File: src/rtl/tsac_pkg.sv
package tsac_pkg;

   // field widths
   localparam int RAW_W    = 12;
   localparam int PIX_W    = 11;
   localparam int SIZE_W   = 12;
   localparam int NUM_SAMP = 5;
   localparam int SUM_W    = 15;
   localparam int NUM_W    = 23;
   localparam int QUOT_W   = 12;
   localparam int RECIP_W  = 28;
   localparam int YPIX_W   = 13;
   localparam int NUM_YSEG = 4;

   // register file
   localparam int CSR_ADDR_W = 3;
   localparam int CSR_DATA_W = 32;
   localparam logic CSR_IDX_WIDTH  = 1'b0;
   localparam logic CSR_IDX_HEIGHT = 1'b1;
   localparam logic [SIZE_W-1:0] WIDTH_RESET  = 12'd320;
   localparam logic [SIZE_W-1:0] HEIGHT_RESET = 12'd480;
   localparam logic [SIZE_W-1:0] SIZE_MAX     = 12'd2048;

   // calibration points
   localparam int RAW_X_LO = 730;
   localparam int RAW_X_HI = 3405;
   localparam int CAL_Y0   = 3516;
   localparam int CAL_Y1   = 2759;
   localparam int CAL_Y2   = 2008;
   localparam int CAL_Y3   = 1253;
   localparam int CAL_Y4   = 1058;
   localparam int PIX_Y1   = 120;
   localparam int PIX_Y2   = 240;
   localparam int PIX_Y3   = 360;
   localparam int PIX_Y4   = 479;

   localparam int RAW_X_SPAN = RAW_X_HI - RAW_X_LO;
   localparam int Y_SPAN_0   = CAL_Y0 - CAL_Y1;
   localparam int Y_SPAN_1   = CAL_Y1 - CAL_Y2;
   localparam int Y_SPAN_2   = CAL_Y2 - CAL_Y3;
   localparam int Y_SPAN_3   = CAL_Y3 - CAL_Y4;

   // reciprocal division: q = (n * ceil(2^k / d)) >> k, exact over the numerator range
   localparam int RECIP_SHIFT = 35;
   localparam logic [63:0] RECIP_ONE = 64'd1 << RECIP_SHIFT;
   localparam logic [RECIP_W-1:0] RECIP_X =
      RECIP_W'((RECIP_ONE + 64'(RAW_X_SPAN) - 64'd1) / 64'(RAW_X_SPAN));

   localparam int MEAN_SHIFT = 17;
   localparam logic [SUM_W-1:0] RECIP_MEAN =
      SUM_W'(((64'd1 << MEAN_SHIFT) + 64'(NUM_SAMP) - 64'd1) / 64'(NUM_SAMP));

   typedef logic [RAW_W-1:0] raw_arr_type [NUM_YSEG];
   typedef logic [PIX_W-1:0] slope_arr_type [NUM_YSEG];
   typedef logic [RECIP_W-1:0] recip_arr_type [NUM_YSEG];
   typedef logic [QUOT_W-1:0] quot_arr_type [NUM_YSEG];
   typedef logic [YPIX_W-1:0] ypix_arr_type [NUM_YSEG];

   // per segment: raw anchor, pixel rise, reciprocal of raw span, pixel base
   localparam raw_arr_type Y_ANCHOR = '{12'(CAL_Y0), 12'(CAL_Y1), 12'(CAL_Y2), 12'(CAL_Y3)};
   localparam slope_arr_type Y_RISE = '{11'(PIX_Y1), 11'(PIX_Y2 - PIX_Y1),
                                        11'(PIX_Y3 - PIX_Y2), 11'(PIX_Y4 - PIX_Y3)};
   localparam recip_arr_type Y_RECIP = '{
      RECIP_W'((RECIP_ONE + 64'(Y_SPAN_0) - 64'd1) / 64'(Y_SPAN_0)),
      RECIP_W'((RECIP_ONE + 64'(Y_SPAN_1) - 64'd1) / 64'(Y_SPAN_1)),
      RECIP_W'((RECIP_ONE + 64'(Y_SPAN_2) - 64'd1) / 64'(Y_SPAN_2)),
      RECIP_W'((RECIP_ONE + 64'(Y_SPAN_3) - 64'd1) / 64'(Y_SPAN_3))};
   localparam ypix_arr_type Y_BASE = '{13'd0, 13'(PIX_Y1), 13'(PIX_Y2), 13'(PIX_Y3)};

   typedef logic [NUM_SAMP-1:0][RAW_W-1:0] samp_set_type;

   typedef struct packed {
      logic             pen_down_before;
      logic             pen_down_after;
      logic [RAW_W-1:0] x_sample_0;
      logic [RAW_W-1:0] x_sample_1;
      logic [RAW_W-1:0] x_sample_2;
      logic [RAW_W-1:0] x_sample_3;
      logic [RAW_W-1:0] x_sample_4;
      logic [RAW_W-1:0] y_sample_0;
      logic [RAW_W-1:0] y_sample_1;
      logic [RAW_W-1:0] y_sample_2;
      logic [RAW_W-1:0] y_sample_3;
      logic [RAW_W-1:0] y_sample_4;
   } req_word_type;

   typedef struct packed {
      logic             touched;
      logic [PIX_W-1:0] screen_x;
      logic [PIX_W-1:0] screen_y;
   } rsp_word_type;

   // load strobes for the two mapping stages
   typedef struct packed {
      logic mul_ld;
      logic div_ld;
   } lane_en_type;

   // size register to size-1, saturating to 1..2048
   function automatic logic [PIX_W-1:0] size_m1_fn(input logic [SIZE_W-1:0] v);
      logic [PIX_W-1:0] r;
      if (v == '0) begin
         r = '0;
      end else if (v > SIZE_MAX) begin
         r = '1;
      end else begin
         r = PIX_W'(v - 12'd1);
      end
      return r;
   endfunction

endpackage

File: src/rtl/tsac_mean5.sv
module tsac_mean5 (
   input  logic                       clock,
   input  logic                       load,
   input  tsac_pkg::samp_set_type     samples,
   output logic [tsac_pkg::RAW_W-1:0] mean
);
   import tsac_pkg::*;

   logic [SUM_W-1:0]   sum_in;
   logic [SUM_W-1:0]   sum_ff;
   logic [2*SUM_W-1:0] prod;

   // adder tree over the five conversions
   always_comb begin
      sum_in = '0;
      for (int i = 0; i < NUM_SAMP; i++) begin
         sum_in = sum_in + SUM_W'(samples[i]);
      end
   end

   always_ff @(posedge clock) begin
      if (load) begin
         sum_ff <= sum_in;
      end
   end

   // divide by five through the reciprocal
   assign prod = sum_ff * RECIP_MEAN;
   assign mean = prod[MEAN_SHIFT +: RAW_W];

endmodule

File: src/rtl/tsac_map_lane.sv
module tsac_map_lane (
   input  logic                          clock,
   input  tsac_pkg::lane_en_type         en,
   input  logic [tsac_pkg::RAW_W-1:0]    raw,
   input  logic [tsac_pkg::RAW_W-1:0]    anchor,
   input  logic [tsac_pkg::PIX_W-1:0]    factor,
   input  logic [tsac_pkg::RECIP_W-1:0]  recip,
   output logic [tsac_pkg::QUOT_W-1:0]   quot
);
   import tsac_pkg::*;

   logic [RAW_W-1:0]         gap;
   logic [NUM_W-1:0]         num_in;
   logic [NUM_W-1:0]         num_ff;
   logic [NUM_W+RECIP_W-1:0] prod;
   logic [QUOT_W-1:0]        quot_ff;

   // distance below the anchor; at or above it the pixel is zero
   assign gap    = anchor - raw;
   assign num_in = (raw < anchor) ? NUM_W'(gap * factor) : '0;

   always_ff @(posedge clock) begin
      if (en.mul_ld) begin
         num_ff <= num_in;
      end
   end

   // constant divide by reciprocal multiply
   assign prod = num_ff * recip;

   always_ff @(posedge clock) begin
      if (en.div_ld) begin
         quot_ff <= prod[RECIP_SHIFT +: QUOT_W];
      end
   end

   assign quot = quot_ff;

endmodule

File: src/rtl/tsac_merge.sv
module tsac_merge (
   input  logic                        touched,
   input  logic [tsac_pkg::RAW_W-1:0]  raw_y,
   input  logic [tsac_pkg::QUOT_W-1:0] quot_x,
   input  tsac_pkg::quot_arr_type      quot_y,
   input  logic [tsac_pkg::PIX_W-1:0]  width_m1,
   input  logic [tsac_pkg::PIX_W-1:0]  height_m1,
   output tsac_pkg::rsp_word_type      word
);
   import tsac_pkg::*;

   logic [YPIX_W-1:0] pix_y;

   // pick the Y segment holding the raw value
   always_comb begin
      if (raw_y >= Y_ANCHOR[1]) begin
         pix_y = Y_BASE[0] + YPIX_W'(quot_y[0]);
      end else if (raw_y >= Y_ANCHOR[2]) begin
         pix_y = Y_BASE[1] + YPIX_W'(quot_y[1]);
      end else if (raw_y >= Y_ANCHOR[3]) begin
         pix_y = Y_BASE[2] + YPIX_W'(quot_y[2]);
      end else begin
         pix_y = Y_BASE[3] + YPIX_W'(quot_y[3]);
      end
   end

   // clamp to the screen
   always_comb begin
      word.touched  = touched;
      word.screen_x = (quot_x > QUOT_W'(width_m1)) ? width_m1 : PIX_W'(quot_x);
      word.screen_y = (pix_y > YPIX_W'(height_m1)) ? height_m1 : PIX_W'(pix_y);
   end

endmodule

File: src/rtl/touch_sample_average_calibrate.sv
// Throughput: one word per cycle while the output is not stalled; five register stages
// (sum, mean, product, reciprocal divide, output) advance independently, so bubbles
// collapse and input is taken while a result waits. Synchronous active-high reset clears
// the held coordinates, the pipeline valids and sets the size registers to 320 x 480.
module touch_sample_average_calibrate (
   input  logic                              clock,
   input  logic                              reset,
   input  logic                              req_valid,
   output logic                              req_stall,
   input  tsac_pkg::req_word_type            req_word,
   output logic                              rsp_valid,
   input  logic                              rsp_stall,
   output tsac_pkg::rsp_word_type            rsp_word,
   input  logic                              psel,
   input  logic                              penable,
   input  logic                              pwrite,
   input  logic [tsac_pkg::CSR_ADDR_W-1:0]   paddr,
   input  logic [tsac_pkg::CSR_DATA_W-1:0]   pwdata,
   output logic [tsac_pkg::CSR_DATA_W-1:0]   prdata,
   output logic                              pready
);
   import tsac_pkg::*;

   // size registers
   logic [SIZE_W-1:0] width_ff, width_in;
   logic [SIZE_W-1:0] height_ff, height_in;
   logic [PIX_W-1:0]  width_m1;
   logic [PIX_W-1:0]  height_m1;
   logic              csr_wr;

   // pipeline control
   logic v1_ff, v2_ff, v3_ff, v4_ff, v5_ff;
   logic rdy1, rdy2, rdy3, rdy4, rdy5;
   logic ld1, ld2, ld3, ld4, ld5;
   logic ok1_ff, ok2_ff, ok3_ff, ok4_ff;
   lane_en_type lane_en;

   // data
   samp_set_type      xs, ys;
   logic [RAW_W-1:0]  mean_x, mean_y;
   logic [RAW_W-1:0]  cur_x, cur_y;
   logic [RAW_W-1:0]  held_x_ff, held_y_ff;
   logic [RAW_W-1:0]  raw_x2_ff, raw_y2_ff;
   logic [RAW_W-1:0]  ry3_ff, ry4_ff;
   logic [QUOT_W-1:0] quot_x;
   quot_arr_type      quot_y;
   rsp_word_type      merged;
   rsp_word_type      rsp_word_ff;

   // register port
   assign pready = 1'b1;
   assign csr_wr = psel && penable && pwrite && pready;

   always_comb begin
      width_in  = width_ff;
      height_in = height_ff;
      if (csr_wr) begin
         unique case (paddr[2])
            CSR_IDX_WIDTH:  width_in  = pwdata[SIZE_W-1:0];
            CSR_IDX_HEIGHT: height_in = pwdata[SIZE_W-1:0];
            default: ;
         endcase
      end
   end

   always_comb begin
      unique case (paddr[2])
         CSR_IDX_WIDTH:  prdata = CSR_DATA_W'(width_ff);
         CSR_IDX_HEIGHT: prdata = CSR_DATA_W'(height_ff);
         default:        prdata = '0;
      endcase
   end

   always_ff @(posedge clock) begin
      if (reset) begin
         width_ff  <= WIDTH_RESET;
         height_ff <= HEIGHT_RESET;
      end else begin
         width_ff  <= width_in;
         height_ff <= height_in;
      end
   end

   assign width_m1  = size_m1_fn(width_ff);
   assign height_m1 = size_m1_fn(height_ff);

   // stage handshake: a stage loads when empty or emptying
   assign rdy5 = !v5_ff || !rsp_stall;
   assign rdy4 = !v4_ff || rdy5;
   assign rdy3 = !v3_ff || rdy4;
   assign rdy2 = !v2_ff || rdy3;
   assign rdy1 = !v1_ff || rdy2;
   assign ld1  = req_valid && rdy1;
   assign ld2  = v1_ff && rdy2;
   assign ld3  = v2_ff && rdy3;
   assign ld4  = v3_ff && rdy4;
   assign ld5  = v4_ff && rdy5;
   assign req_stall = !rdy1;

   assign lane_en.mul_ld = ld3;
   assign lane_en.div_ld = ld4;

   always_ff @(posedge clock) begin
      if (reset) begin
         v1_ff <= 1'b0;
         v2_ff <= 1'b0;
         v3_ff <= 1'b0;
         v4_ff <= 1'b0;
         v5_ff <= 1'b0;
      end else begin
         v1_ff <= ld1 || (v1_ff && !ld2);
         v2_ff <= ld2 || (v2_ff && !ld3);
         v3_ff <= ld3 || (v3_ff && !ld4);
         v4_ff <= ld4 || (v4_ff && !ld5);
         v5_ff <= ld5 || (v5_ff && rsp_stall);
      end
   end

   // sample sums, one lane per axis
   assign xs = {req_word.x_sample_4, req_word.x_sample_3, req_word.x_sample_2,
                req_word.x_sample_1, req_word.x_sample_0};
   assign ys = {req_word.y_sample_4, req_word.y_sample_3, req_word.y_sample_2,
                req_word.y_sample_1, req_word.y_sample_0};

   tsac_mean5 u_mean_x (
      .clock   (clock),
      .load    (ld1),
      .samples (xs),
      .mean    (mean_x)
   );

   tsac_mean5 u_mean_y (
      .clock   (clock),
      .load    (ld1),
      .samples (ys),
      .mean    (mean_y)
   );

   always_ff @(posedge clock) begin
      if (ld1) begin
         ok1_ff <= req_word.pen_down_before && req_word.pen_down_after;
      end
   end

   // held coordinates: replaced by the means on a valid touch
   assign cur_x = ok1_ff ? mean_x : held_x_ff;
   assign cur_y = ok1_ff ? mean_y : held_y_ff;

   always_ff @(posedge clock) begin
      if (reset) begin
         held_x_ff <= '0;
         held_y_ff <= '0;
      end else if (ld2) begin
         held_x_ff <= cur_x;
         held_y_ff <= cur_y;
      end
   end

   always_ff @(posedge clock) begin
      if (ld2) begin
         raw_x2_ff <= cur_x;
         raw_y2_ff <= cur_y;
         ok2_ff    <= ok1_ff;
      end
      if (ld3) begin
         ry3_ff <= raw_y2_ff;
         ok3_ff <= ok2_ff;
      end
      if (ld4) begin
         ry4_ff <= ry3_ff;
         ok4_ff <= ok3_ff;
      end
   end

   // mapping lanes: X, then one per Y segment
   tsac_map_lane u_lane_x (
      .clock  (clock),
      .en     (lane_en),
      .raw    (raw_x2_ff),
      .anchor (RAW_W'(RAW_X_HI)),
      .factor (width_m1),
      .recip  (RECIP_X),
      .quot   (quot_x)
   );

   for (genvar g = 0; g < NUM_YSEG; g++) begin : g_lane_y
      tsac_map_lane u_lane_y (
         .clock  (clock),
         .en     (lane_en),
         .raw    (raw_y2_ff),
         .anchor (Y_ANCHOR[g]),
         .factor (Y_RISE[g]),
         .recip  (Y_RECIP[g]),
         .quot   (quot_y[g])
      );
   end

   tsac_merge u_merge (
      .touched   (ok4_ff),
      .raw_y     (ry4_ff),
      .quot_x    (quot_x),
      .quot_y    (quot_y),
      .width_m1  (width_m1),
      .height_m1 (height_m1),
      .word      (merged)
   );

   // output register
   always_ff @(posedge clock) begin
      if (ld5) begin
         rsp_word_ff <= merged;
      end
   end

   assign rsp_valid = v5_ff;
   assign rsp_word  = rsp_word_ff;

   // a rejected scan leaves the held coordinates alone
   a_held_keep: assert property (@(posedge clock) disable iff (reset)
      (ld2 && !ok1_ff) |=> ($stable(held_x_ff) && $stable(held_y_ff)))
      else $error("held coordinates changed on a rejected scan");

   // the word entering the mean stage carries the held values
   a_held_match: assert property (@(posedge clock) disable iff (reset)
      ld2 |=> (raw_x2_ff == held_x_ff && raw_y2_ff == held_y_ff))
      else $error("mean stage disagrees with held coordinates");

   // input is only refused when every stage is full and the output stalls
   a_stall_full: assert property (@(posedge clock) disable iff (reset)
      req_stall |-> (v1_ff && v2_ff && v3_ff && v4_ff && v5_ff && rsp_stall))
      else $error("input stalled with room in the pipeline");

   // a blocked divide stage keeps its word
   a_stage4_hold: assert property (@(posedge clock) disable iff (reset)
      (v4_ff && !rdy4) |=> (v4_ff && $stable(ry4_ff) && $stable(quot_x)))
      else $error("divide stage lost its word while blocked");

endmodule

File: config.mk
export PLATFORM = sky130hd
export DESIGN_NAME = touch_sample_average_calibrate
export DESIGN_NICKNAME = d
export VERILOG_FILES = /design/src/rtl/tsac_pkg.sv /design/src/rtl/tsac_mean5.sv /design/src/rtl/tsac_map_lane.sv /design/src/rtl/tsac_merge.sv /design/src/rtl/touch_sample_average_calibrate.sv
export SDC_FILE = /design/constraint.sdc
export NUM_CORES = 2
export LEC_CHECK = 0
export BUFFER_PORTS_ARGS = -buffer_cell sky130_fd_sc_hd__clkbuf_2
export CAP_MARGIN = 25
export CORE_ASPECT_RATIO = 1.1
export CORE_UTILIZATION = 60
export DETAILED_ROUTE_END_ITERATION = 8
export PLACE_DENSITY_LB_ADDON = 0.15
export RECOVER_POWER = 25
export SLEW_MARGIN = 20
export SYNTH_ARGS = -nofsm -noshare
export SYNTH_HDL_FRONTEND = slang
export SYNTH_SLANG_ARGS = --single-unit
File: constraint.sdc
create_clock -name clock -period 11.4 [get_ports clock]
set_clock_uncertainty 0.2 [all_clocks]
set_input_delay 1.71 -clock clock [delete_from_list [all_inputs] [get_ports clock]]
set_output_delay 1.71 -clock clock [all_outputs]
set_load 0.1 [all_outputs]
==> impl_metrics.py <==
metrics = {
    "status": {
        "status": "finished, violations left",
        "failed_checks": "capacitance limit, slew limit",
    },
    "timing": {
        "final_hold_viol_count": 0,
        "holdWs_ns": 0.2174,
        "report.final.slew_viol_count": 221,
        "finalCritPeriodShare": 0.6769,
        "slew-limit-headroom": -1.310,
        "worst_pin_slew_ns": 3.465,
        "min_period_ns": 7.716,
        "fmax_mhz": 129.6,
        "rsz0062_at_grt": "false",
        "finalSetupViolCount": 0,
        "setup_tns_ns": 0,
    },
    "synthesis": {
        "synth_edf_count": 255,
        "synth_cell_type_count": 93,
        "synthXorXnorAreaFrac": 0.03355,
        "yosysTopAreaCell": "fa_1",
        "synthMuxAreaShare": 0.01120,
        "ys_warn_count": 0,
        "netlist_area_mm2": 0.06969,
        "synth_top_cell_area_share": 0.3240,
        "synth_compound_area_frac": 0.06772,
        "synthAdderAreaFrac": 0.5913,
        "synth_seq_area_share": 0.1251,
        "synth_top_family_by_area": "adder cells",
        "synth_cells": 6896,
        "ys.flop_type": "edfxtp_1",
        "synth_seq_cells": 308,
        "synthSimpleGateAreaFrac": 0.06235,
        "synthTopCellsByArea": "fa_1, ha_1, edfxtp_1",
        "avgSynthCellArea_um2": 10.11,
        "synthArstFlopShare": 0,
    },
    "worst_setup_path": {
        "required_ns": 11.48,
        "crit_arrival_ns": 7.80,
        "worstReg2RegStart": "width_ff[2]",
        "crit_path_max_fanout": 8,
        "crit_path_start_kind": "flip-flop",
        "path_class": "reg2reg",
        "r2r_cells": 23,
        "rrSetupSlack_ns": 3.68,
        "critPathCaptureType": "flip-flop",
        "r2r-end": "u_lane_x.num_ff[22]",
    },
    "clock_network": {
        "post_cts_buffers": 0,
        "ctsHoldBuffers": 0,
        "cts_inserted_buffers": 35,
        "cts_htree_levels": 2,
        "clk_pin_slew_ns": 0.06,
        "cts_root_buf": "clkbuf_16",
        "tritoncts": "built",
        "cts_sinks": 308,
        "cts.path.max_buffers": 3,
        "ctsResizeCount": 0,
        "insertion_delay_ns": 0.57,
    },
    "die": {
        "start_util": 0.6078,
        "fp-row-count": 130,
        "die_x_um": 327.0,
        "core_mm2": 0.1147,
        "io_pins": 222,
        "die_h_um": 359.5,
        "die-area_mm2": 0.1175,
    },
    "cells_and_area": {
        "drive_above_1_share": 0.04936,
        "diodes": 0,
        "nets": 9848,
        "utilization": 0.6408,
        "final_common_cell": "inv_1",
        "syn_to_final_growth_pct": 5.431,
        "multi_input_area_mm2": 0.05348,
        "final_cell_mix": "inv_1, ha_1, fa_1",
        "seq_area_mm2": 0.008718,
        "fill_cells": 9394,
    },
    "grt": {
        "grt_pass1_wl_mm": 253.8,
        "antenna_found_initial": 2,
        "grt_max_degree": 66,
        "grt_pass1_vias": 49680,
        "grt_overflow_total": 0,
        "grt_usage": 0.2719,
    },
    "job": {
        "drv_cap": 6,
    },
    "placement": {
        "gp_congestion": 0.9528,
        "io_buffer_count": 178,
        "hpwl_mm": 134.5,
    },
    "routing": {
        "dr.pass1.iters": 5,
        "drc_errors": 0,
        "wire_per_inst_um": 17.72,
        "ant_nets": 0,
        "vias": 45920,
        "avgViaCountPerCell": 5.333,
        "routed_wl_mm": 152.5,
        "drt_iter0_drc": 2256,
    },
    "min_path": {
        "min_to": "ry4_ff[8]",
        "worstHoldStart": "ry3_ff[8]",
        "hold_depth": 0,
        "hp-class": "reg2reg",
    },
}
## metrics by stage
step / cells / instance area, um^2 / setup slack (ns)
6_report: 8609 / 73480 / 3.684
5_1_grt: 8609 / 73480 / 3.194
4_1_cts: 8606 / 73550 / 3.740
3_5_place_dp: 8545 / 72340 / 3.776
3_3_place_gp: 8544 / 72320 / 3.874
2_1_floorplan: 6915 / 69770 / 1.002
## flip-flops by register name (all words and copies together) (netlist names), 12 cells and up
register                  cells
g_lane_y.u_lane_y.num_ff     67
g_lane_y.u_lane_y.quot       48
rsp_word                     23
u_lane_x.num_ff              23
u_mean_x.sum_ff              15
u_mean_y.sum_ff              15
height_ff                    12
held_x_ff                    12
held_y_ff                    12
raw_x2_ff                    12
raw_y2_ff                    12
ry3_ff                       12
ry4_ff                       12
u_lane_x.quot                12
width_ff                     12
## synthesized netlist by cell type (7+ instances only)
cell type  number
buf_1           9
fa_1         1128
or3_1          29
o41ai_1         9
and2_1         18
a21boi_0       15
o31ai_1        15
nor2b_1        52
o21ai_1         7
o21ai_0       122
xor2_1        111
mux2i_1        33
nor2_1        307
o211ai_1       13
clkbuf_1       44
a211o_1         9
a31oi_1        20
ha_1         1489
nand4_1        30
a211oi_1       28
nand2b_1       41
xnor2_1       156
and3_1         25
edfxtp_1      255
o21a_1         45
dfxtp_1        53
a21oi_1       222
buf_4          21
inv_1        1904
mux2_2         40
nor3_1         53
a21o_1         78
buf_2          10
o21bai_1       22
nor4_1         12
or2_2          16
nand2_1       249
nand3_1        56
o31a_1         11
## routing by layer
metal | vias up | GRT usage | part of all wire
li1 | 22170 | - | -
met1 | 22700 | 0.3605 | 0.44
met2 | 855 | 0.4760 | 0.49
met3 | 196 | 0.02676 | 0.040
met4 | 0 | 0.06799 | 0.026
met5 | - | 0 | 0
## kinds of logic (layout without fill, tap and decap cells)
kind of cell    count (synthesis)  in the layout
simple gates                  926            926
flops                         308            308
other cells                     2             21
compound gates                710            710
mux                            73             73
buf+inv                      1993           2169
fa+ha+maj                    2617           2617
xor+xnor                      267            267
## final cells by class
type / instances / area share
flip-flops and latches: 308 / 0.1187
repair buffers: 199 / 0.01384
inverters: 1909 / 0.09752
clock buffers: 41 / 0.01294
clock inverters: 20 / 0.003423
well taps: 1518 / 0.02585
multi-input cells: 4614 / 0.7278
## worst max-delay path by stage
stage                       startpoint                               to  slack (ns)  depth (start not counted)
finish                     width_ff[2]              u_lane_x.num_ff[22]        3.68                         23
detailed placement  u_lane_x.num_ff[2]                 u_lane_x.quot[4]        3.78                         23
floorplan                    rsp_stall  g_lane_y[0].u_lane_y.num_ff[10]        1.00                          3
global route               width_ff[2]              u_lane_x.num_ff[21]        3.19                         23
CTS                 u_lane_x.num_ff[2]                 u_lane_x.quot[4]        3.74                         23
global placement    u_lane_x.num_ff[2]                 u_lane_x.quot[4]        3.87                         23
## worst max-delay path: stages, from the launching register on
cell and delay (ns):
dfxtp_1 0.39, nor4_1 0.66, nand2_1 0.18, nor3_1 0.21, xnor2_1 0.12, nand2_1 0.13
o21a_1 0.47, clkinv_1 0.47, nor2_1 0.26, fa_1 0.48, fa_1 0.58, fa_1 0.43
fa_1 0.49, inv_1 0.05, fa_1 0.47, inv_1 0.04, ha_1 0.32, a21o_1 0.17
a21oi_1 0.27, o211ai_1 0.23, a211oi_1 0.40, o31ai_1 0.16, xnor2_1 0.17, nor2_1 0.06
Power is left out: the tool's default activity adds up to more than one toggle a clock period on the data nets, which glitch-free logic cannot reach.
